### config.mk
export PLATFORM = sky130hd
export DESIGN_NAME = speed_frame_parser_top
export DESIGN_NICKNAME = d
export VERILOG_FILES = /design/src/rtl/core/sfp_pkg.sv /design/src/rtl/core/speed_frame_parser_top.sv /design/src/rtl/core/sfp_parser.sv
export SDC_FILE = /design/constraint.sdc
export NUM_CORES = 1
export LEC_CHECK = 0
export BUFFER_PORTS_ARGS = -buffer_cell sky130_fd_sc_hd__clkbuf_2
export CELL_PAD_IN_SITES_DETAIL_PLACEMENT = 1
export CELL_PAD_IN_SITES_GLOBAL_PLACEMENT = 1
export CORE_UTILIZATION = 47
export CTS_BUF_LIST = sky130_fd_sc_hd__clkbuf_4 sky130_fd_sc_hd__clkbuf_8 sky130_fd_sc_hd__clkbuf_16
export CTS_CLUSTER_DIAMETER = 120
export DETAILED_ROUTE_END_ITERATION = 7
export GPL_TIMING_DRIVEN = 0
export PLACE_DENSITY = 0.81
export SETUP_SLACK_MARGIN = 0.02
export SLEW_MARGIN = 20
export SYNTH_ARGS = -nofsm -noshare
export SYNTH_HDL_FRONTEND = slang
export SYNTH_SLANG_ARGS = --single-unit
### constraint.sdc
create_clock -name clk_i -period 2.2 [get_ports clk_i]
set_input_delay 0.22 -clock clk_i [delete_from_list [all_inputs] [get_ports clk_i]]
set_output_delay 0.22 -clock clk_i [all_outputs]
set_load 0.01 [all_outputs]
### src/rtl/core/sfp_pkg.sv
// ----------------------------------------------------------------------------
// sfp_pkg
// Shared types and constants for the speed frame parser.
// ----------------------------------------------------------------------------
package sfp_pkg;

  localparam int unsigned ByteW     = 8;
  localparam int unsigned IdW       = 4;
  localparam int unsigned NumVals   = 6;
  localparam int unsigned CfgIdxW   = 3;
  localparam int unsigned SlotW     = 3;
  localparam int unsigned ByteIdxW  = 3;

  // Bytes per record: one id byte and six data bytes.
  localparam logic [ByteIdxW-1:0] REC_LAST_BYTE = 3'd6;
  localparam logic [ByteIdxW-1:0] REC_ID_BYTE   = 3'd0;

  localparam logic [IdW-1:0] ID_MASK = 4'hF;

  // Configuration register indexes.
  localparam logic [CfgIdxW-1:0] CFG_HEADER_FIRST  = 3'd0;
  localparam logic [CfgIdxW-1:0] CFG_HEADER_SECOND = 3'd1;
  localparam logic [CfgIdxW-1:0] CFG_TAIL_FIRST    = 3'd2;
  localparam logic [CfgIdxW-1:0] CFG_TAIL_SECOND   = 3'd3;
  localparam logic [CfgIdxW-1:0] CFG_OWN_ID        = 3'd4;

  // Held value slots, in output order.
  localparam logic [SlotW-1:0] SLOT_DIR_X   = 3'd0;
  localparam logic [SlotW-1:0] SLOT_SPEED_X = 3'd1;
  localparam logic [SlotW-1:0] SLOT_DIR_Y   = 3'd2;
  localparam logic [SlotW-1:0] SLOT_SPEED_Y = 3'd3;
  localparam logic [SlotW-1:0] SLOT_DIR_Z   = 3'd4;
  localparam logic [SlotW-1:0] SLOT_SPEED_Z = 3'd5;

  typedef logic [ByteW-1:0] byte_t;
  typedef byte_t [NumVals-1:0] vals_t;

  typedef struct packed {
    byte_t          header_first;
    byte_t          header_second;
    byte_t          tail_first;
    byte_t          tail_second;
    logic [IdW-1:0] own_id;
  } cfg_t;

  typedef struct packed {
    logic  valid;
    logic  cleared;
    vals_t vals;
  } result_t;

  // Record data byte position to held value slot.
  function automatic logic [SlotW-1:0] slot_of_byte(input logic [ByteIdxW-1:0] k);
    logic [SlotW-1:0] s;
    case (k)
      3'd1:    s = SLOT_DIR_Y;
      3'd2:    s = SLOT_SPEED_Y;
      3'd3:    s = SLOT_DIR_X;
      3'd4:    s = SLOT_SPEED_X;
      3'd5:    s = SLOT_DIR_Z;
      3'd6:    s = SLOT_SPEED_Z;
      default: s = SLOT_DIR_X;
    endcase
    return s;
  endfunction

endpackage

### src/rtl/core/speed_frame_parser_top.sv
// ----------------------------------------------------------------------------
// speed_frame_parser_top
// Byte-serial speed frame parser with a registered result port.
// ----------------------------------------------------------------------------
//
//   channel   direction  handshake                payload
//   -------   ---------  -----------------------  -----------------------------
//   input     in         in_valid_i / in_stall_o  rx_byte_i
//   result    out        out_valid_o/out_stall_i  dir/speed x,y,z, cleared_o
//   config    in         cfg_we_i                 cfg_idx_i, cfg_wdata_i
//
// Cycles: one byte per clock unless stalled; a result appears in the output
// register the cycle after the second tail byte is taken, set by the single
// state update. Reset: clears parse state, held values, config registers and
// the result register.
// Stalls: input is held off only while a result waits and the sink stalls.
// ----------------------------------------------------------------------------
module speed_frame_parser_top #(
  parameter int unsigned MAX_RECORDS = 5
) (
  input  logic                           clk_i,
  input  logic                           rst_ni,
  // byte input
  input  logic                           in_valid_i,
  output logic                           in_stall_o,
  input  logic [7:0]                     rx_byte_i,
  // result output
  output logic                           out_valid_o,
  input  logic                           out_stall_i,
  output logic [7:0]                     dir_x_o,
  output logic [7:0]                     speed_x_o,
  output logic [7:0]                     dir_y_o,
  output logic [7:0]                     speed_y_o,
  output logic [7:0]                     dir_z_o,
  output logic [7:0]                     speed_z_o,
  output logic                           cleared_o,
  // configuration
  input  logic                           cfg_we_i,
  input  logic [sfp_pkg::CfgIdxW-1:0]    cfg_idx_i,
  input  logic [7:0]                     cfg_wdata_i
);
  import sfp_pkg::*;

  cfg_t    cfg_q;
  result_t res;
  logic    accept;

  logic    out_valid_q, out_valid_d;
  logic    cleared_q;
  vals_t   vals_q;

  // Configuration registers; writes beyond the list are dropped.
  always_ff @(posedge clk_i or negedge rst_ni) begin
    if (!rst_ni) begin
      cfg_q <= '0;
    end else if (cfg_we_i) begin
      case (cfg_idx_i)
        CFG_HEADER_FIRST:  cfg_q.header_first  <= cfg_wdata_i;
        CFG_HEADER_SECOND: cfg_q.header_second <= cfg_wdata_i;
        CFG_TAIL_FIRST:    cfg_q.tail_first    <= cfg_wdata_i;
        CFG_TAIL_SECOND:   cfg_q.tail_second   <= cfg_wdata_i;
        CFG_OWN_ID:        cfg_q.own_id        <= cfg_wdata_i[IdW-1:0];
        default: begin
        end
      endcase
    end
  end

  // Hold input only while the result register is full and stalled.
  assign in_stall_o = out_valid_q && out_stall_i;
  assign accept     = in_valid_i && !in_stall_o;

  sfp_parser #(
    .MAX_RECORDS(MAX_RECORDS)
  ) u_parser (
    .clk_i     (clk_i),
    .rst_ni    (rst_ni),
    .accept_i  (accept),
    .rx_byte_i (rx_byte_i),
    .cfg_i     (cfg_q),
    .res_o     (res)
  );

  // Load a new result, drop a delivered one, otherwise hold.
  always_comb begin
    out_valid_d = out_valid_q;
    if (res.valid) begin
      out_valid_d = 1'b1;
    end else if (!out_stall_i) begin
      out_valid_d = 1'b0;
    end
  end

  always_ff @(posedge clk_i or negedge rst_ni) begin
    if (!rst_ni) begin
      out_valid_q <= 1'b0;
    end else begin
      out_valid_q <= out_valid_d;
    end
  end

  always_ff @(posedge clk_i or negedge rst_ni) begin
    if (!rst_ni) begin
      vals_q    <= '0;
      cleared_q <= 1'b0;
    end else if (res.valid) begin
      vals_q    <= res.vals;
      cleared_q <= res.cleared;
    end
  end

  assign out_valid_o = out_valid_q;
  assign dir_x_o     = vals_q[SLOT_DIR_X];
  assign speed_x_o   = vals_q[SLOT_SPEED_X];
  assign dir_y_o     = vals_q[SLOT_DIR_Y];
  assign speed_y_o   = vals_q[SLOT_SPEED_Y];
  assign dir_z_o     = vals_q[SLOT_DIR_Z];
  assign speed_z_o   = vals_q[SLOT_SPEED_Z];
  assign cleared_o   = cleared_q;

endmodule

### src/rtl/core/sfp_parser.sv
// ----------------------------------------------------------------------------
// sfp_parser
// Frame state machine and held value store; one byte per accepted transaction.
// ----------------------------------------------------------------------------
module sfp_parser #(
  parameter int unsigned MAX_RECORDS = 5
) (
  input  logic              clk_i,
  input  logic              rst_ni,
  input  logic              accept_i,
  input  sfp_pkg::byte_t    rx_byte_i,
  input  sfp_pkg::cfg_t     cfg_i,
  output sfp_pkg::result_t  res_o
);
  import sfp_pkg::*;

  localparam int unsigned CntW = $clog2(MAX_RECORDS + 1);
  localparam logic [IdW-1:0] MaxRecId = IdW'(MAX_RECORDS);

  localparam logic [2:0] ST_HDR0  = 3'd0;
  localparam logic [2:0] ST_HDR1  = 3'd1;
  localparam logic [2:0] ST_COUNT = 3'd2;
  localparam logic [2:0] ST_REC   = 3'd3;
  localparam logic [2:0] ST_TAIL0 = 3'd4;
  localparam logic [2:0] ST_TAIL1 = 3'd5;

  logic [2:0]          state_q, state_d;
  logic [CntW-1:0]     rec_idx_q, rec_idx_d;
  logic [CntW-1:0]     rec_cnt_q, rec_cnt_d;
  logic [ByteIdxW-1:0] byte_idx_q, byte_idx_d;
  logic [IdW-1:0]      stored_id_q, stored_id_d;
  vals_t               held_q, held_d;

  logic [IdW-1:0]  nib;
  logic [CntW-1:0] clamped;
  logic            clear;

  assign nib     = rx_byte_i[IdW-1:0] & ID_MASK;
  assign clamped = (nib > MaxRecId) ? CntW'(MAX_RECORDS) : CntW'(nib);
  assign clear   = !((rx_byte_i == cfg_i.tail_second) && (rec_cnt_q != '0));

  always_comb begin
    state_d     = state_q;
    rec_idx_d   = rec_idx_q;
    rec_cnt_d   = rec_cnt_q;
    byte_idx_d  = byte_idx_q;
    stored_id_d = stored_id_q;
    held_d      = held_q;
    res_o       = '0;
    res_o.vals  = held_q;

    case (state_q)
      ST_HDR0: begin
        state_d = (rx_byte_i == cfg_i.header_first) ? ST_HDR1 : ST_HDR0;
      end
      ST_HDR1: begin
        state_d = (rx_byte_i == cfg_i.header_second) ? ST_COUNT : ST_HDR0;
      end
      ST_COUNT: begin
        rec_cnt_d  = clamped;
        rec_idx_d  = '0;
        byte_idx_d = REC_ID_BYTE;
        state_d    = (clamped == '0) ? ST_TAIL0 : ST_REC;
      end
      ST_REC: begin
        if (byte_idx_q == REC_ID_BYTE) begin
          // Keep the id only on a match, else zero.
          stored_id_d = (nib == cfg_i.own_id) ? nib : '0;
          byte_idx_d  = byte_idx_q + ByteIdxW'(1);
        end else begin
          if (stored_id_q == cfg_i.own_id) begin
            held_d[slot_of_byte(byte_idx_q)] = rx_byte_i;
          end
          if (byte_idx_q == REC_LAST_BYTE) begin
            byte_idx_d = REC_ID_BYTE;
            rec_idx_d  = rec_idx_q + CntW'(1);
            if (rec_idx_q + CntW'(1) >= rec_cnt_q) begin
              state_d = ST_TAIL0;
            end
          end else begin
            byte_idx_d = byte_idx_q + ByteIdxW'(1);
          end
        end
      end
      ST_TAIL0: begin
        state_d = (rx_byte_i == cfg_i.tail_first) ? ST_TAIL1 : ST_HDR0;
      end
      ST_TAIL1: begin
        res_o.valid   = 1'b1;
        res_o.cleared = clear;
        if (clear) begin
          held_d      = '0;
          rec_cnt_d   = '0;
          stored_id_d = '0;
          res_o.vals  = '0;
        end
        state_d = ST_HDR0;
      end
      default: begin
        state_d = ST_HDR0;
      end
    endcase

    if (!accept_i) begin
      res_o.valid = 1'b0;
    end
  end

  always_ff @(posedge clk_i or negedge rst_ni) begin
    if (!rst_ni) begin
      state_q     <= ST_HDR0;
      rec_idx_q   <= '0;
      rec_cnt_q   <= '0;
      byte_idx_q  <= '0;
      stored_id_q <= '0;
      held_q      <= '0;
    end else if (accept_i) begin
      state_q     <= state_d;
      rec_idx_q   <= rec_idx_d;
      rec_cnt_q   <= rec_cnt_d;
      byte_idx_q  <= byte_idx_d;
      stored_id_q <= stored_id_d;
      held_q      <= held_d;
    end
  end

endmodule
# Yosys cells after proc, flatten, opt, wreduce, memory -nomap -nowiden

Index checks and enable logic that the tools add are counted.

Magnitude comparators: 4
Equality and inequality tests: 27
Add/subtract/negate cells: 2
Muxes and demuxes: 36
Reductions and logical operators: 25

Operators with widths:

| operator              | number |
|---|---|
| $mux W48              | 3 |
| $pmux W48 S2          | 1 |
| $mux W50              | 1 |
| $bwmux W48            | 1 |
| $mux W3               | 14 |
| $eq A8 B8 Y1          | 4 |
| $pmux W3 S5           | 2 |
| $demux W8 S3          | 1 |
| $eq A3 B3 Y1 const B  | 6 |
| $pmux W3 S2           | 3 |
| $reduce_and A4 Y1     | 4 |
| $eq A3 B2 Y1 const B  | 5 |
| $logic_not A3 Y1      | 4 |
| $mux W4               | 3 |
| $reduce_and A2 Y1     | 6 |
| $ne A2 B1 Y1 const B  | 5 |
| $eq A3 B1 Y1 const B  | 3 |
| $eq A4 B4 Y1          | 2 |
| $mux W8               | 1 |
| $pmux W4 S2           | 1 |
| $add A3 B1 Y3 const B | 2 |
| $reduce_bool A2 Y1    | 3 |
| $gt A4 B3 Y1 const B  | 1 |
| $logic_and A1 B1 Y1   | 4 |
| 9 further kinds       | 14 |

Flip-flop bits (word level): 150
Bits of input ports: 24
Output and inout bits: 51

# Logic depth before layout (Yosys ltp)

Depth in word-level cells: 13
Depth in mapped cells: 8
Gate-level depth less buffers: 7

# Cells and area by module

Synthesis repeated with hierarchy kept, for this count alone.

Cells, all modules: 591
Area, all modules: 7116.8 um2

By module, submodules not included:

| module                 | area an instance (um2) | cells an instance | instances |
|---|---|---|---|
| sfp_parser             | 3885.0                 | 404               | 1 |
| speed_frame_parser_top | 3231.8                 | 187               | 1 |

# Worst setup path after synthesis

No wires, ideal clock.

Path type: flip-flop to flip-flop
Start: register u_parser.byte_idx_q[0]
End: register u_parser.held_q[32] (netlist name)
Path buffers: 1
Arrival time: 1.816 ns
Data required time: 2.079 ns
Cell stages (with the launch flop): 9
Path slack: 0.263 ns
Path through: dfrtp_1 > inv_1 > ha_1 > buf_2 > nand2b_1 > nor2_1 > a31oi_1 > a221o_4 > a22o_1

Longest elaborated chain between the ends: 13

Ends and longest elaborated chain:

| element                                                            | line              | text |
|---|---|---|
| start, declared                                                    | sfp_parser.sv:30  | `logic [ByteIdxW-1:0] byte_idx_q, byte_idx_d;` |
| start signal, assigned                                             | sfp_parser.sv:121 | `byte_idx_q <= byte_idx_d;` |
| $eq A3 B3 Y1 (tied with other cells)                               | sfp_pkg.sv:55     | `case (k)` |
| $pmux W3 S5                                                        | sfp_pkg.sv:55     |  |
| $mux W3                                                            | sfp_parser.sv:71  | `if (stored_id_q == cfg_i.own_id) begin` |
| $mux W3                                                            | sfp_parser.sv:66  | `if (byte_idx_q == REC_ID_BYTE) begin` |
| $mux W3                                                            | sfp_parser.sv:52  | `case (state_q)` |
| $lt A3 B4 Y1 (not written as such) or $ge A3 B1 Y1 (tied branches) | sfp_parser.sv:72  | `held_d[slot_of_byte(byte_idx_q)] = rx_byte_i;` |
| $logic_and A1 B1 Y1 (not written as such)                          | sfp_parser.sv:72  |  |
| $mux W8 (not written as such)                                      | sfp_parser.sv:72  |  |
| $demux W8 S3                                                       | --                |  |
| $bwmux W48                                                         | sfp_parser.sv:72  |  |
| $mux W48                                                           | sfp_parser.sv:71  |  |
| $mux W48                                                           | sfp_parser.sv:66  |  |
| $pmux W48 S2                                                       | sfp_parser.sv:52  |  |
| end signal, assigned                                               | sfp_parser.sv:123 | `held_q <= held_d;` |
| end, declared                                                      | sfp_parser.sv:32  | `vals_t held_q, held_d;` |

Parallel ways exist; a longest one is shown, timed or not. The select of a mux whose other input is x is not followed.
A chain may end at the register's enable or synchronous reset.

# Final worst setup path

Start: register cfg_q[2] (netlist name)
End: register u_parser.held_q[36] (netlist name)

Longest elaborated chain between the ends: 3

Ends and longest elaborated chain:

| element                     | line                         | text |
|---|---|---|
| start, declared             | speed_frame_parser_top.sv:44 | `cfg_t cfg_q;` |
| $eq A4 B4 Y1                | sfp_parser.sv:71             |  |
| $ne A2 B1 Y1 (no line)      | --                           |  |
| $reduce_and A4 Y1 (no line) | --                           |  |

No other way between the ends.

==> impl.org <==
** Status
- The run finished with clean final reports.

** Pwr
- Design internal power :: 0.00491 W
- Sequential cells burn 47.1% of the power.
- Gate power share :: 9.1%
- Sum of internal, switching and leakage power :: 0.00643 W
- For this design the static power due to leakage is 4.14 nW.
- In this run the power density over the cells is 788 nW/um^2.
- Net switching is 23.7% of the power.
- Switching Power :: 0.00153 W
- Share of total power in the clock network :: 43.8%
- Peak supply drop :: 517 uV

** Place
- Total half-perimeter wirelength after legalization and detailed placement :: 12,700 microns
- Final weighted congestion of routability-driven global placement :: 0.807
- I/O Buffers :: 70
- Worst setup slack after placement :: -76.3 ps
- Placement Cell Area :: 7450 sq um
- Once placement completed, the tool counted placed cells totaling 866.

** Logic synthesis
- The most used flip-flop cell after synthesis is dfrtp_1.
- The number of different library cells used by synthesis comes to 57.
- The Yosys step of the flow raised 0 warnings.
- Summed over all instances, the cell type with the most area after synthesis is dfrtp_1.
- Synth area leaders :: dfrtp_1 (55%), a22o_1 (6.3%), nand2_1 (6.1%)
- The number of nets in the synthesized netlist is 647.
- Count of mapped cells out of synthesis :: 615
- Of the post-synthesis cell area, the dominant cell type holds 54.9%.
- Count of state elements after synthesis :: 150
- Each instance of the synthesized netlist takes up on average 11.1 sq um.
- Share of the yosys chip area belonging to registers :: approximately 55%
- Count of flip-flops with a built-in enable after synthesis :: 0
- Share of flip-flops with an asynchronous set or reset :: 100%
- Area of the mapped netlist :: between 6000 and 7000 sq um
- Count leader, synth :: dfrtp_1
- After synthesis, the most frequently instantiated cells are dfrtp_1 (150), nand2_1 (111), nand3_1 (58).

** Worst setup path
- The worst register-to-register path has a setup slack of 60 ps.
- Number of cells on the worst reg-to-reg path :: 6
- Critical Path, Cell by Cell :: xor2_1, nor3_2, nand4_1, buf_2, a221o_4, a22o_1
- On the worst path, the slowest cell contributes a delay of 420 ps.
- Top fanout value on the critical path :: 8
- Critical setup path kind :: flop to flop
- STA classifies the critical path startpoint as a flop.
- STA classifies the critical path endpoint as a flop.
- Reg-to-reg critical path startpoint :: cfg_q[2]
- The endpoint identified for the worst register-to-register timing path is u_parser.held_q[36].
- Worst Path Arrival :: roughly 2500 ps
- CP max stage cell :: dfrtp_1
- WP data required :: between 2000 and 3000 ps

** Routing
- In the routed design, unresolved DRC markers number 0.
- Detailed router's first-iteration violation count :: 291
- The final layout contains routed wiring with a total length of 18,600 microns.
- Dividing the detail-routed wire length by the instance count gives 20.6 microns.
- The first TritonRoute pass finished after 4 iterations.
- The count of nets left with antenna violations once routing finished came out at 0.
- Via count normalized by instance count :: 5.70
- DR vias :: 5,161

** Die
- Total core area :: between 10,000 and 15,000 sq um
- Number of ports placed on the die boundary :: 75
- Width of the chip :: ~120 microns
- Effective utilization at floorplan :: 48.7%
- Core Rows :: 43
- The die is 123 microns tall.
- DIE AREA :: around 15,000 sq um

** Layout
- After routing the design area is 8160 sq um.
- Post-synthesis to final-layout area growth :: 19.4%
- The final layout contains 747 nets.
- The finished layout holds 906 standard cells, fillers aside.
- In the final layout, the multi-input gates occupy 2890 sq um.
- Diodes inserted :: 0
- The sequential cells in the finished layout cover a total of 3760 sq um.
- Proportion of layout cells with a drive suffix above 1 :: a little over a quarter
- Fill cells in the final layout number 1,487.

** Clock network
- For the worst-skew pair, the clock arrives at the later sink with an insertion delay of 430 ps.
- TritonCTS clock tree :: done
- Number of buffers inserted during clock tree synthesis :: 17
- Clk slew on worst S/H paths :: around 60 ps
- Clock tree synthesis found a total of 150 sinks.
- Total number of H-tree levels :: 4
- Root buffer selected by CTS :: clkbuf_16
- Clock tree buffer depth :: 2

** STA
- Across all setup checks in the final design, the least slack found is roughly 57 ps.
- Slew at the pin with the worst max-slew slack :: 897 ps
- The count of final max-slew check failures is 0.
- Timing would allow up to 0.467 GHz.
- In this run the tightest slew margin relative to its limit is 40.2%.
- On the final layout, the worst clock skew is 6.83 ps.
- Total negative slack :: 0 ps
- Crit path time final :: 2140 ps
- Final number of setup-violating endpoints :: 0
- Fin crit share :: 97.4%
- Final hold violation count :: 0

** Worst hold path
- Terminating pin of the worst hold path :: cfg_q[16]
- In this run the worst hold path is classified as input pin to flop.
- Startpoint of the most critical hold path :: cfg_wdata_i[4]
- Hold path cells :: 2

** GRT
- First-pass GRT wire length :: 29,400 microns
- The via count of the first global-routing pass came to 5,517.
- For this run, the total global-route usage over all layers was measured as 26.3%.
- Initial antenna violation count :: 0
- Total grt overflow :: 0
- Largest net degree at the start of global routing :: 96

** Run
- # Max-Cap Violations :: 0
[sequential cells by signal, indices dropped and copies added (netlist names)]
| signal | cells |
|---|---|
| out_valid_o | 1 |
| u_parser.stored_id_q | 4 |
| speed_z_o | 8 |
| u_parser.rec_idx_q | 3 |
| u_parser.byte_idx_q | 3 |
| dir_z_o | 8 |
| dir_y_o | 8 |
| u_parser.state_q | 3 |
| cfg_q | 36 |
| speed_y_o | 8 |
| u_parser.held_q | 48 |
| cleared_o | 1 |
| speed_x_o | 8 |
| u_parser.rec_cnt_q | 3 |
| dir_x_o | 8 |
[power by group through the flow]
stage | clock [W] | sequential, W | combinational [W]
final | 0.00282 | 0.00303 | 0.000583
after global routing | 0.00295 | 0.00304 | 0.000639
after CTS | 0.00284 | 0.00303 | 0.000580
after detailed placement | 0 | 0.00307 | 0.000563
after global placement | 0 | 0.00306 | 0.000527
after floorplan | 0 | 0.00304 | 0.000378
[through the flow]
step / hold WS [ps] / utilization, %
2_1_floorplan: -75.6 / -
3_3_place_gp: 449 / 52.8
3_5_place_dp: 214 / 53.0
4_1_cts: 78.1 / 57.3
5_1_grt: 97.2 / 58.1
6_report: 75.5 / 58.1
[kinds of logic after synthesis]
kind of cell               synth area share [%]
muxes                                      6.90
AOI/OAI and AO/OA                          12.1
and+or+nand+nor                            15.8
xor gates and xnor gates                   5.25
buffers and inverters                      3.61
DFF                                        54.9
adders and majority gates                  1.46
[what timing repair did]
item,4_1_cts,5_1_grt
buffers inserted,0,8
pin swaps,0,5
hold buffers,1,0
gates cloned,0,1
endpoints found under the hold margin,55,0
resized for setup,10,18
endpoints found under the setup margin,55,57
[critical path: cells and delay by family (launching register included)]
family / cells / cell delay, ps
flip-flops: 1 / 420
XOR/XNOR: 1 / 170
buffers and inverters: 1 / 280
AO/OA/AOI/OAI: 2 / 630
AND/OR/NAND/NOR: 2 / 530
[cells in the final DEF (no fill, tap or decap), types with 3 or more instances in the layout]
cell type,instances
nor2_1,18
buf_6,6
a21o_1,3
buf_2,4
xnor2_1,22
nand4_1,4
nor3b_1,4
a31oi_1,3
a221o_2,3
mux2_2,37
nand2_1,111
and2_1,4
buf_1,3
ha_1,6
clkbuf_2,72
clkbuf_16,17
clkbuf_4,4
xor2_1,19
mux2_1,4
clkbuf_1,11
nor2_2,3
nor4_1,3
buf_4,16
o21ai_0,12
dfrtp_1,148
a22o_1,49
clkinv_2,4
inv_1,11
nand3_1,58
nor3_1,4
[cell type report]
type	instances	area share [%]
timing repair buffer	81	5.66
inverter	11	0.506
clock inverter	9	1.29
multi-input combinational	419	35.4
clock buffer	21	5.66
buffer	35	2.67
tap	180	2.76
sequential	150	46.0
[worst max-delay path by stage]
stage | slack (ps) | to | start
3_3_place_gp | -1520 | cfg_q[24] | rst_ni
6_report | 60 | u_parser.held_q[36] | cfg_q[2]
3_5_place_dp | -80 | u_parser.held_q[11] | u_parser.byte_idx_q[0]
2_1_floorplan | 260 | u_parser.held_q[32] | u_parser.byte_idx_q[0]
4_1_cts | 7 | u_parser.held_q[38] | u_parser.byte_idx_q[0]
5_1_grt | -4 | u_parser.held_q[17] | cfg_q[2]
[per-layer routing]
metal | track usage [%] | wire [microns] | vias to the layer above
li1 | - | - | 2367
met1 | 31.8 | 7560 | 2639
met2 | 45.3 | 9880 | 128
met3 | 5.53 | 790 | 27
met4 | 11.0 | 408 | 0
met5 | 0 | 0 | -
Power figures use the tool's default switching activity.
